**config.mk**
```make
export PLATFORM = sky130hd
export DESIGN_NAME = hsv_hsl_to_rgb
export DESIGN_NICKNAME = d
export VERILOG_FILES = /design/src/rtl/hhr_pkg.sv /design/src/rtl/hsv_hsl_to_rgb.sv
export SDC_FILE = /design/constraint.sdc
export NUM_CORES = 2
export LEC_CHECK = 0
export ABC_AREA = 1
export BUFFER_PORTS_ARGS = -buffer_cell sky130_fd_sc_hd__buf_2
export CAP_MARGIN = 20
export CORE_UTILIZATION = 55
export CTS_CLUSTER_SIZE = 12
export DETAILED_ROUTE_END_ITERATION = 8
export MAX_ROUTING_LAYER = met4
export PLACE_DENSITY_LB_ADDON = 0.2
export SYNTH_ARGS = -nofsm -noshare
export SYNTH_HDL_FRONTEND = slang
export SYNTH_SLANG_ARGS = --single-unit
```
**constraint.sdc**
```tcl
create_clock -name clk -period 11.3 [get_ports clk]
set_clock_uncertainty 0.2 [all_clocks]
set_input_delay 0 -clock clk [delete_from_list [all_inputs] [get_ports clk]]
set_output_delay 0 -clock clk [all_outputs]
set_load 0.02 [all_outputs]
```
**src/rtl/hhr_pkg.sv**
```systemverilog
// ----------------------------------------------------------------------------
// hhr_pkg
// Shared constants, types and helpers for the HSV/HSL to RGB converter.
// ----------------------------------------------------------------------------
package hhr_pkg;

  localparam int HUE_STEPS_PER_DEGREE = 16;
  localparam int SECTOR_W             = 60 * HUE_STEPS_PER_DEGREE;

  localparam int HUE_W   = 13;
  localparam int COMP_W  = 8;
  localparam int F_W     = $clog2(2 * SECTOR_W);
  localparam int T_W     = $clog2(SECTOR_W + 1);
  localparam int PROD_W  = 16;
  localparam int AB_W    = 17;
  localparam int NUM_W   = AB_W + T_W;
  localparam int X_W     = NUM_W + 1;
  localparam int DEN2    = 1020 * SECTOR_W;
  localparam int DEN2_W  = $clog2(DEN2 + 1);
  localparam int Q_W     = COMP_W + 1;

  // floor(2^RECIP_SHIFT / DEN2); quotient estimate is exact or one low
  localparam int RECIP_SHIFT = 48;
  localparam int RECIP_W     = RECIP_SHIFT - DEN2_W + 1;
  localparam int MUL_W       = X_W + RECIP_W;
  localparam logic [RECIP_W-1:0] RECIP =
    RECIP_W'((64'd1 << RECIP_SHIFT) / 64'(DEN2));

  localparam int NUM_CH       = 3;
  localparam int CH_RED       = 0;
  localparam int CH_GREEN     = 1;
  localparam int CH_BLUE      = 2;
  localparam int PIPE_LATENCY = 7;

  localparam logic MODEL_HSV = 1'b0;
  localparam logic MODEL_HSL = 1'b1;

  typedef enum logic [1:0] {
    SEL_ZERO,
    SEL_C,
    SEL_X
  } sel_t;

  typedef sel_t [NUM_CH-1:0] chan_sel_t;

  function automatic chan_sel_t sector_sel(input logic gray, input logic [2:0] sector);
    chan_sel_t s;
    s = {SEL_ZERO, SEL_ZERO, SEL_ZERO};
    if (!gray) begin
      case (sector)
        3'd0: begin s[CH_RED] = SEL_C; s[CH_GREEN] = SEL_X; end
        3'd1: begin s[CH_RED] = SEL_X; s[CH_GREEN] = SEL_C; end
        3'd2: begin s[CH_GREEN] = SEL_C; s[CH_BLUE] = SEL_X; end
        3'd3: begin s[CH_GREEN] = SEL_X; s[CH_BLUE] = SEL_C; end
        3'd4: begin s[CH_RED] = SEL_X; s[CH_BLUE] = SEL_C; end
        default: begin s[CH_RED] = SEL_C; s[CH_BLUE] = SEL_X; end
      endcase
    end
    return s;
  endfunction

endpackage

```
**src/rtl/hsv_hsl_to_rgb.sv**
```systemverilog
// ----------------------------------------------------------------------------
// hsv_hsl_to_rgb
// Pipelined HSV/HSL to RGB pixel converter with alpha pass-through.
//
// Input: a pixel transfers at a rising edge with start high and busy low.
// busy is high only while rst_n is low; otherwise a pixel may enter every
// cycle. Configuration: cfg_data (0 = HSV, 1 = HSL) is written when
// cfg_valid and cfg_ready are high; cfg_ready is high out of reset.
// Change the model only with the pipeline empty.
// Output: out_valid is high for one cycle per pixel with out_red, out_green,
// out_blue and out_opacity_out; the receiver takes it in that cycle and
// cannot stall. A pixel's valid bit passes through the stage registers
// v1_r to v7_r in order, and out_valid is v7_r. Seven register stages (sector
// decode, product, offset and chroma terms, width scaling, channel sum,
// reciprocal multiply, correction) each take a new pixel every cycle, so
// throughput is one pixel per clock. Reset clears all stage valid bits and
// selects HSV; pixels in flight are dropped. An undefined hue, or hue at or
// past 360 degrees, gives gray.
// ----------------------------------------------------------------------------
module hsv_hsl_to_rgb (
  input  logic                         clk,
  input  logic                         rst_n,
  input  logic                         start,
  output logic                         busy,
  input  logic [hhr_pkg::HUE_W-1:0]    in_hue,
  input  logic                         in_hue_defined,
  input  logic [hhr_pkg::COMP_W-1:0]   in_saturation,
  input  logic [hhr_pkg::COMP_W-1:0]   in_level,
  input  logic [hhr_pkg::COMP_W-1:0]   in_alpha,
  input  logic                         cfg_valid,
  output logic                         cfg_ready,
  input  logic                         cfg_data,
  output logic                         out_valid,
  output logic [hhr_pkg::COMP_W-1:0]   out_red,
  output logic [hhr_pkg::COMP_W-1:0]   out_green,
  output logic [hhr_pkg::COMP_W-1:0]   out_blue,
  output logic [hhr_pkg::COMP_W-1:0]   out_opacity_out
);

  localparam int W = hhr_pkg::SECTOR_W;

  logic model_r;
  logic accept;

  assign busy      = ~rst_n;
  assign cfg_ready = rst_n;
  assign accept    = start & ~busy;

  always_ff @(posedge clk) begin
    if (!rst_n) begin
      model_r <= hhr_pkg::MODEL_HSV;
    end else if (cfg_valid && cfg_ready) begin
      model_r <= cfg_data;
    end
  end

  // stage 1: sector, fold, HSL k
  logic [2:0]                  sector;
  logic                        gray;
  logic [hhr_pkg::HUE_W-1:0]   pair_base;
  logic [hhr_pkg::F_W-1:0]     f;
  logic [hhr_pkg::T_W-1:0]     t1_nxt;
  logic [8:0]                  twice;
  logic [8:0]                  lvl_dist;
  logic [hhr_pkg::COMP_W-1:0]  k1_nxt;
  hhr_pkg::chan_sel_t          sel1_nxt;

  always_comb begin
    if (in_hue >= hhr_pkg::HUE_W'(5 * W)) begin
      sector = 3'd5;
    end else if (in_hue >= hhr_pkg::HUE_W'(4 * W)) begin
      sector = 3'd4;
    end else if (in_hue >= hhr_pkg::HUE_W'(3 * W)) begin
      sector = 3'd3;
    end else if (in_hue >= hhr_pkg::HUE_W'(2 * W)) begin
      sector = 3'd2;
    end else if (in_hue >= hhr_pkg::HUE_W'(W)) begin
      sector = 3'd1;
    end else begin
      sector = 3'd0;
    end
    gray = !in_hue_defined || (in_hue >= hhr_pkg::HUE_W'(6 * W));
    case (sector[2:1])
      2'd0:    pair_base = '0;
      2'd1:    pair_base = hhr_pkg::HUE_W'(2 * W);
      default: pair_base = hhr_pkg::HUE_W'(4 * W);
    endcase
    f = hhr_pkg::F_W'(in_hue - pair_base);
    if (f < hhr_pkg::F_W'(W)) begin
      t1_nxt = hhr_pkg::T_W'(f);
    end else begin
      t1_nxt = hhr_pkg::T_W'(hhr_pkg::F_W'(2 * W) - f);
    end
    twice    = {in_level, 1'b0};
    lvl_dist = (twice >= 9'd255) ? (twice - 9'd255) : (9'd255 - twice);
    k1_nxt   = hhr_pkg::COMP_W'(9'd255 - lvl_dist);
    sel1_nxt = hhr_pkg::sector_sel(gray, sector);
  end

  logic                        v1_r, model1_r;
  hhr_pkg::chan_sel_t          sel1_r;
  logic [hhr_pkg::T_W-1:0]     t1_r;
  logic [hhr_pkg::COMP_W-1:0]  sat1_r, lvl1_r, k1_r, alpha1_r;

  always_ff @(posedge clk) begin
    if (!rst_n) begin
      v1_r <= 1'b0;
    end else begin
      v1_r <= accept;
    end
    model1_r <= model_r;
    sel1_r   <= sel1_nxt;
    t1_r     <= t1_nxt;
    sat1_r   <= in_saturation;
    lvl1_r   <= in_level;
    k1_r     <= k1_nxt;
    alpha1_r <= in_alpha;
  end

  // stage 2: S*V or S*k
  logic [hhr_pkg::PROD_W-1:0]  prod2_nxt;
  assign prod2_nxt = hhr_pkg::PROD_W'(sat1_r) *
                     hhr_pkg::PROD_W'((model1_r == hhr_pkg::MODEL_HSL) ? k1_r : lvl1_r);

  logic                        v2_r, model2_r;
  hhr_pkg::chan_sel_t          sel2_r;
  logic [hhr_pkg::T_W-1:0]     t2_r;
  logic [hhr_pkg::COMP_W-1:0]  lvl2_r, alpha2_r;
  logic [hhr_pkg::PROD_W-1:0]  prod2_r;

  always_ff @(posedge clk) begin
    if (!rst_n) begin
      v2_r <= 1'b0;
    end else begin
      v2_r <= v1_r;
    end
    model2_r <= model1_r;
    sel2_r   <= sel1_r;
    t2_r     <= t1_r;
    lvl2_r   <= lvl1_r;
    alpha2_r <= alpha1_r;
    prod2_r  <= prod2_nxt;
  end

  // stage 3: offset term A and chroma term B, both over 510
  logic [hhr_pkg::AB_W-1:0] lvl510;
  logic [hhr_pkg::AB_W-1:0] a3_nxt, b3_nxt;

  always_comb begin
    lvl510 = hhr_pkg::AB_W'(lvl2_r) * hhr_pkg::AB_W'(510);
    b3_nxt = {prod2_r, 1'b0};
    if (model2_r == hhr_pkg::MODEL_HSL) begin
      a3_nxt = lvl510 - hhr_pkg::AB_W'(prod2_r);
    end else begin
      a3_nxt = lvl510 - b3_nxt;
    end
  end

  logic                        v3_r;
  hhr_pkg::chan_sel_t          sel3_r;
  logic [hhr_pkg::T_W-1:0]     t3_r;
  logic [hhr_pkg::COMP_W-1:0]  alpha3_r;
  logic [hhr_pkg::AB_W-1:0]    a3_r, b3_r;

  always_ff @(posedge clk) begin
    if (!rst_n) begin
      v3_r <= 1'b0;
    end else begin
      v3_r <= v2_r;
    end
    sel3_r   <= sel2_r;
    t3_r     <= t2_r;
    alpha3_r <= alpha2_r;
    a3_r     <= a3_nxt;
    b3_r     <= b3_nxt;
  end

  // stage 4: scale by sector width
  logic                        v4_r;
  hhr_pkg::chan_sel_t          sel4_r;
  logic [hhr_pkg::COMP_W-1:0]  alpha4_r;
  logic [hhr_pkg::NUM_W-1:0]   aw4_r, cw4_r, xw4_r;

  always_ff @(posedge clk) begin
    if (!rst_n) begin
      v4_r <= 1'b0;
    end else begin
      v4_r <= v3_r;
    end
    sel4_r   <= sel3_r;
    alpha4_r <= alpha3_r;
    aw4_r    <= hhr_pkg::NUM_W'(a3_r) * hhr_pkg::NUM_W'(W);
    cw4_r    <= hhr_pkg::NUM_W'(b3_r) * hhr_pkg::NUM_W'(W);
    xw4_r    <= hhr_pkg::NUM_W'(b3_r) * hhr_pkg::NUM_W'(t3_r);
  end

  // stage 5: rounding numerators 2N + den
  logic [hhr_pkg::X_W-1:0] x5_nxt [hhr_pkg::NUM_CH];
  logic [hhr_pkg::NUM_W-1:0] add5 [hhr_pkg::NUM_CH];

  always_comb begin
    for (int c = 0; c < hhr_pkg::NUM_CH; c++) begin
      case (sel4_r[c])
        hhr_pkg::SEL_C: add5[c] = cw4_r;
        hhr_pkg::SEL_X: add5[c] = xw4_r;
        default:        add5[c] = '0;
      endcase
      x5_nxt[c] = {hhr_pkg::NUM_W'(aw4_r + add5[c]), 1'b0} + hhr_pkg::X_W'(510 * W);
    end
  end

  logic                        v5_r;
  logic [hhr_pkg::COMP_W-1:0]  alpha5_r;
  logic [hhr_pkg::X_W-1:0]     x5_r [hhr_pkg::NUM_CH];

  always_ff @(posedge clk) begin
    if (!rst_n) begin
      v5_r <= 1'b0;
    end else begin
      v5_r <= v4_r;
    end
    alpha5_r <= alpha4_r;
    for (int c = 0; c < hhr_pkg::NUM_CH; c++) begin
      x5_r[c] <= x5_nxt[c];
    end
  end

  // stage 6: quotient estimate by reciprocal
  logic [hhr_pkg::MUL_W-1:0] mul6 [hhr_pkg::NUM_CH];

  always_comb begin
    for (int c = 0; c < hhr_pkg::NUM_CH; c++) begin
      mul6[c] = hhr_pkg::MUL_W'(x5_r[c]) * hhr_pkg::MUL_W'(hhr_pkg::RECIP);
    end
  end

  logic                        v6_r;
  logic [hhr_pkg::COMP_W-1:0]  alpha6_r;
  logic [hhr_pkg::X_W-1:0]     x6_r [hhr_pkg::NUM_CH];
  logic [hhr_pkg::Q_W-1:0]     q6_r [hhr_pkg::NUM_CH];

  always_ff @(posedge clk) begin
    if (!rst_n) begin
      v6_r <= 1'b0;
    end else begin
      v6_r <= v5_r;
    end
    alpha6_r <= alpha5_r;
    for (int c = 0; c < hhr_pkg::NUM_CH; c++) begin
      x6_r[c] <= x5_r[c];
      q6_r[c] <= mul6[c][hhr_pkg::RECIP_SHIFT +: hhr_pkg::Q_W];
    end
  end

  // stage 7: remainder correction and clamp
  logic [hhr_pkg::X_W-1:0]     rem7 [hhr_pkg::NUM_CH];
  logic [hhr_pkg::Q_W-1:0]     qc7  [hhr_pkg::NUM_CH];
  logic [hhr_pkg::COMP_W-1:0]  ch7_nxt [hhr_pkg::NUM_CH];

  always_comb begin
    for (int c = 0; c < hhr_pkg::NUM_CH; c++) begin
      rem7[c] = x6_r[c] - hhr_pkg::X_W'(hhr_pkg::X_W'(q6_r[c]) *
                                         hhr_pkg::X_W'(hhr_pkg::DEN2));
      qc7[c]  = (rem7[c] >= hhr_pkg::X_W'(hhr_pkg::DEN2)) ? (q6_r[c] + 1'b1) : q6_r[c];
      ch7_nxt[c] = (qc7[c] > hhr_pkg::Q_W'(255)) ? 8'd255 : qc7[c][hhr_pkg::COMP_W-1:0];
    end
  end

  logic                        v7_r;
  logic [hhr_pkg::COMP_W-1:0]  red7_r, green7_r, blue7_r, alpha7_r;

  always_ff @(posedge clk) begin
    if (!rst_n) begin
      v7_r <= 1'b0;
    end else begin
      v7_r <= v6_r;
    end
    red7_r   <= ch7_nxt[hhr_pkg::CH_RED];
    green7_r <= ch7_nxt[hhr_pkg::CH_GREEN];
    blue7_r  <= ch7_nxt[hhr_pkg::CH_BLUE];
    alpha7_r <= alpha6_r;
  end

  assign out_valid       = v7_r;
  assign out_red         = red7_r;
  assign out_green       = green7_r;
  assign out_blue        = blue7_r;
  assign out_opacity_out = alpha7_r;

endmodule

```
======== Yosys cells after proc, flatten, opt, wreduce, memory -nomap -nowiden ========
Memory sizes are Yosys's and may differ from the RTL's.
Cells that the tools add are included.
operators by class
  add/subtract/negate cells ............... 19
  $mul .................................... 11
  div/mod/pow operators ................... 0
  order comparisons ....................... 14
  equal/unequal tests ..................... 11
  shift-type cells ........................ 0
  muxes and demuxes ....................... 19
  bitwise gates (word level) .............. 2
  reductions and logical operators ........ 11
operator list
  cell                    number
  $mul 28x27->55 const B  3
  $pmux 27 s2             3
  $add 28x19->28 const B  3
  $ge 28x20->1 const B    3
  $sub 28x28->28          3
  $add 27x27->27          3
  $mul 9x12->20 const B   3
  $add 9x1->9 const B     3
  $gt 9x8->1 const B      3
  $mux 9                  3
  $ge 13x12->1 const B    2
  $ge 13x13->1 const B    2
  $mul 16x10->26          1
  $pmux 11 s2             1
  $mul 17x4->21 const B   1
  $mul 16x4->20 const B   1
  $mux 17                 1
  $sub 17x16->17          1
  $sub 17x17->17          1
  $mul 8x8->16            1
  $mul 8x8->16 const B    1
  $mux 8                  2
  $sub 8x8->8 const A     2
  $ge 13x10->1 const B    1
  24 further kinds        39
word-level totals
  bits in registers ....................... 294
  latch bits .............................. 0
  RAM bits ................................ 195
  memory bits (read-only) ................. 0
  input bits .............................. 43
  memories kept ........................... 3
memories
  memory  depth  width  rd ports  clocked after Yosys merged registers in  wr ports  line                   text
  x5_r    3      28     3         0                                        3         hsv_hsl_to_rgb.sv:214  logic [hhr_pkg::X_W-1:0] x5_r [hhr_pkg::NUM_CH];
  x6_r    3      28     3         0                                        3         hsv_hsl_to_rgb.sv:239  logic [hhr_pkg::X_W-1:0] x6_r [hhr_pkg::NUM_CH];
  q6_r    3      9      3         0                                        3         hsv_hsl_to_rgb.sv:240  logic [hhr_pkg::Q_W-1:0] q6_r [hhr_pkg::NUM_CH];

======== Longest topological paths before layout ========
  depth after elaboration ................. 11
  mapped depth ............................ 38
  gate-level depth less buffers ........... 38

======== Least setup slack after synthesis ========
No wires, ideal clock.
  path type ............................... reg2reg
  start ................................... memory q6_r[0][24] in the netlist's numbering
  end ..................................... register blue7_r, in the netlist out_blue[7]
  data arrival time ....................... 5618 ps
  required time ........................... 10977 ps
  path slack .............................. 5359 ps
  stages on the path, launching flop included .. 39
  buffers on the path ..................... 1
  cells stage by stage .................... dfxtp_1 fa_1 inv_1 fa_1 inv_1 fa_1 inv_1 fa_1 inv_1 ha_1 nand2_1 a21oi_1 a211oi_1 o21ai_0 nand2_1 nand2_1 nand2_1 nand2_1 [3 not listed] xor2_1 ha_1 nand2_1 nor2_1 nand2_1 inv_1 nand3_1 a21oi_1 nor2_1 nand3_1 nand2_1 nor2_1 nand3_1 buf_2 nand3_1 nand2_1 nand2_1 nand2_1
RTL lines
  item                  line                   text
  start, declared       hsv_hsl_to_rgb.sv:240
  end signal, assigned  hsv_hsl_to_rgb.sv:280  blue7_r <= ch7_nxt[hhr_pkg::CH_BLUE];
  end, declared         hsv_hsl_to_rgb.sv:270  logic [hhr_pkg::COMP_W-1:0] red7_r, green7_r, blue7_r, alpha7_r;

==> results.cfg <==
[yosys]
yosysUniqueCellTypes = 65
synthTopCellsByArea = fa_1, ha_1, dfxtp_1
synth_edf_count = 0
ys_seq_area_share_pct = 13.63
syn_area_sq_mm = 0.06699
async_flop_share_pct = 0
syn_nets = 10350
synth-main-ff-cell = dfxtp_1
ys_ff_latch = 456
ys_warn_count = 0
yosysTopAreaCell = fa_1
synthCells = 8218
postSynthAreaPerCell_sq_um = 8.152
synth_top_area_share_pct = 24.62

[critical_path]
crit_top_cell = nand2_1
cpMaxStageDelayCell = fa_1
regToRegSetupSlack_ns = 4.29
slowest_delay_ns = 0.65
cp.required_ns = 11.63
cp-start-kind = flop
worst_setup_path_end_kind = flop
path_class = flop to flop
worstPathArrival_ns = 7.34
crit_fanout = 12

[clocking]
cts.sinks = 456
clk_pin_slew_ns = 0.06
clock_latency_ns = 0.68
postCtsSetupRepairBufs = 0
cts-buffers-inserted = 54
cts_tree = built
root_buffer = clkbuf_16
htree_levels = 2
clk_path_buf_depth = 3

[detailed_routing]
wl_microns = 165800
via_per_inst = 5.209
drtIter0Drc = 3184
vias = 52330
drtPass1Iterations = 6
drcViolationCount = 0
postRouteAntennaNets = 0
post_drt_wl_per_cell_microns = 16.50

[placed_design]
post-dp-hpwl_microns = 140100
gp_congestion = 0.9656
numPortBuffers = 77

[timing]
maxSlewViolCount = 0
slew_headroom_pct = 29.14
finalSetupViolations = 0
hold_viol_final = 0
rsz0062_at_grt = false
period_share_pct = 62.03
setup_tns_ns = 0
tightestPinTransition_ns = 1.054
fin_crit_ns = 7.009
fmax_mhz = 142.7

[layout]
layout_common_cells = inv_1, ha_1, nand2_1
synthToLayoutAreaGrowth_pct = 7.572
layout_commonest_cell = inv_1
drive_gt1_share_pct = 2.941
nets = 10520

[global_route]
grt_usage_pct = 28.71
grt_pass1_wl_microns = 275000
grt_max_degree = 26
antenna_found_initial = 3
grt_pass1_vias = 54610
grt-ovfl-total = 0

[outcome]
status = completed

[floorplan]
fp-row-count = 127
die_area_sq_mm = 0.1232
io_pins = 78
die_x_microns = 351.0
start_util_pct = 55.69
core_sq_mm = 0.1203
die_h_microns = 351.0

[job]
maxCapViolCount = 0

[hold_path]
min_path_type = flop to flop
==> logic make-up (layout without fill, tap and decap cells) <==
family	Yosys count	count (layout)	share of synthesized area, %
flip-flops	456	456	13.63
AO/OA/AOI/OAI	934	934	7.785
XOR/XNOR	286	286	3.762
adder cells (fa/ha/maj)	2084	2084	48.16
buffers and inverters	2208	2423	12.38
AND/OR/NAND/NOR	2249	2249	14.27
other	0	1	0
multiplexers	1	1	0.01494
==> synth_stat cells, types with 18 or more instances <==
master    instances
inv_1          2142
nand3b_1         23
a31oi_1          34
clkbuf_1         55
nand2_1        1257
nand2_2          18
ha_1           1260
xnor2_1          85
a21oi_1         429
nand4_1          90
nand3_1         275
o21ai_0         289
dfxtp_1         456
nor3_1           53
nor2_1          440
o21bai_1         32
nor4_1           28
fa_1            824
xor2_1          199
o21a_1           25
a21o_1           36
==> worst max-delay path, delay by kind of cell, from the launching register on <==
kind	cells	cell delay, ns
adders and majority gates	6	2.93
and+or+nand+nor	20	2.19
AOI/OAI and AO/OA	5	0.71
DFF	1	0.45
buffers and inverters	5	0.33
xor gates and xnor gates	1	0.09
==> flip-flops by register name (all words and copies together), names as in the netlist, 10 cells and up <==
| register | count |
|---|---|
| x5_r | 78 |
| t3_r | 10 |
| x6_r | 60 |
| a3_r | 17 |
| t1_r | 10 |
| cw4_r | 20 |
| q6_r | 27 |
| t2_r | 10 |
| xw4_r | 26 |
| prod2_r | 16 |
| b3_r | 16 |
| aw4_r | 21 |
==> timing repair <==
action,in CTS,in global routing
gates resized for setup,0,0
endpoints found under the hold margin,55,0
setup endpoints to repair,0,0
hold buffers,99,0
==> area by class of cell <==
class                      count  area (sq um)
multi-input combinational   5554         49570
tap                         1612          2017
antenna                        1         2.502
timing repair buffer         182          1421
clock buffer                  74          1516
inverter                    2146          8055
sequential                   456          9129
clock inverter                21         354.1
fill                       10950         48230
==> worst paths after layout <==
path	from	endpoint	cells after the start
worst max register to register	q6_r[0][24]	out_blue[7]	37
worst min register to register	sel3_r[4]	sel4_r[4]	0
worst max-delay path	q6_r[0][24]	out_blue[7]	37
worst min-delay path	sel3_r[4]	sel4_r[4]	0
==> through the flow <==
stage / std cells / area (sq um) / hold WS (ns) / util (%) / worst slack (ns)
CTS: 10050 / 72060 / 0.07821 / 59.91 / 4.257
global placement: 9851 / 69200 / -0.09802 / 57.53 / 4.336
detailed placement: 9851 / 69200 / -0.09643 / 57.53 / 4.284
finish: 10050 / 72060 / 0.1214 / 59.91 / 4.291
global route: 10050 / 72060 / 0.1285 / 59.91 / 3.623
floorplan: 8218 / 66990 / -0.1723 / - / 5.359
==> routing by layer <==
metal / share of wire [%] / GRT usage (%)
met5: 0 / -
met4: 3.1 / 8.475
met3: 4.5 / 2.676
met2: 48 / 48.36
met1: 45 / 36.58
Power is not shown: default switching activity piles up to over one toggle a cycle in this logic, so the estimate is an artifact.
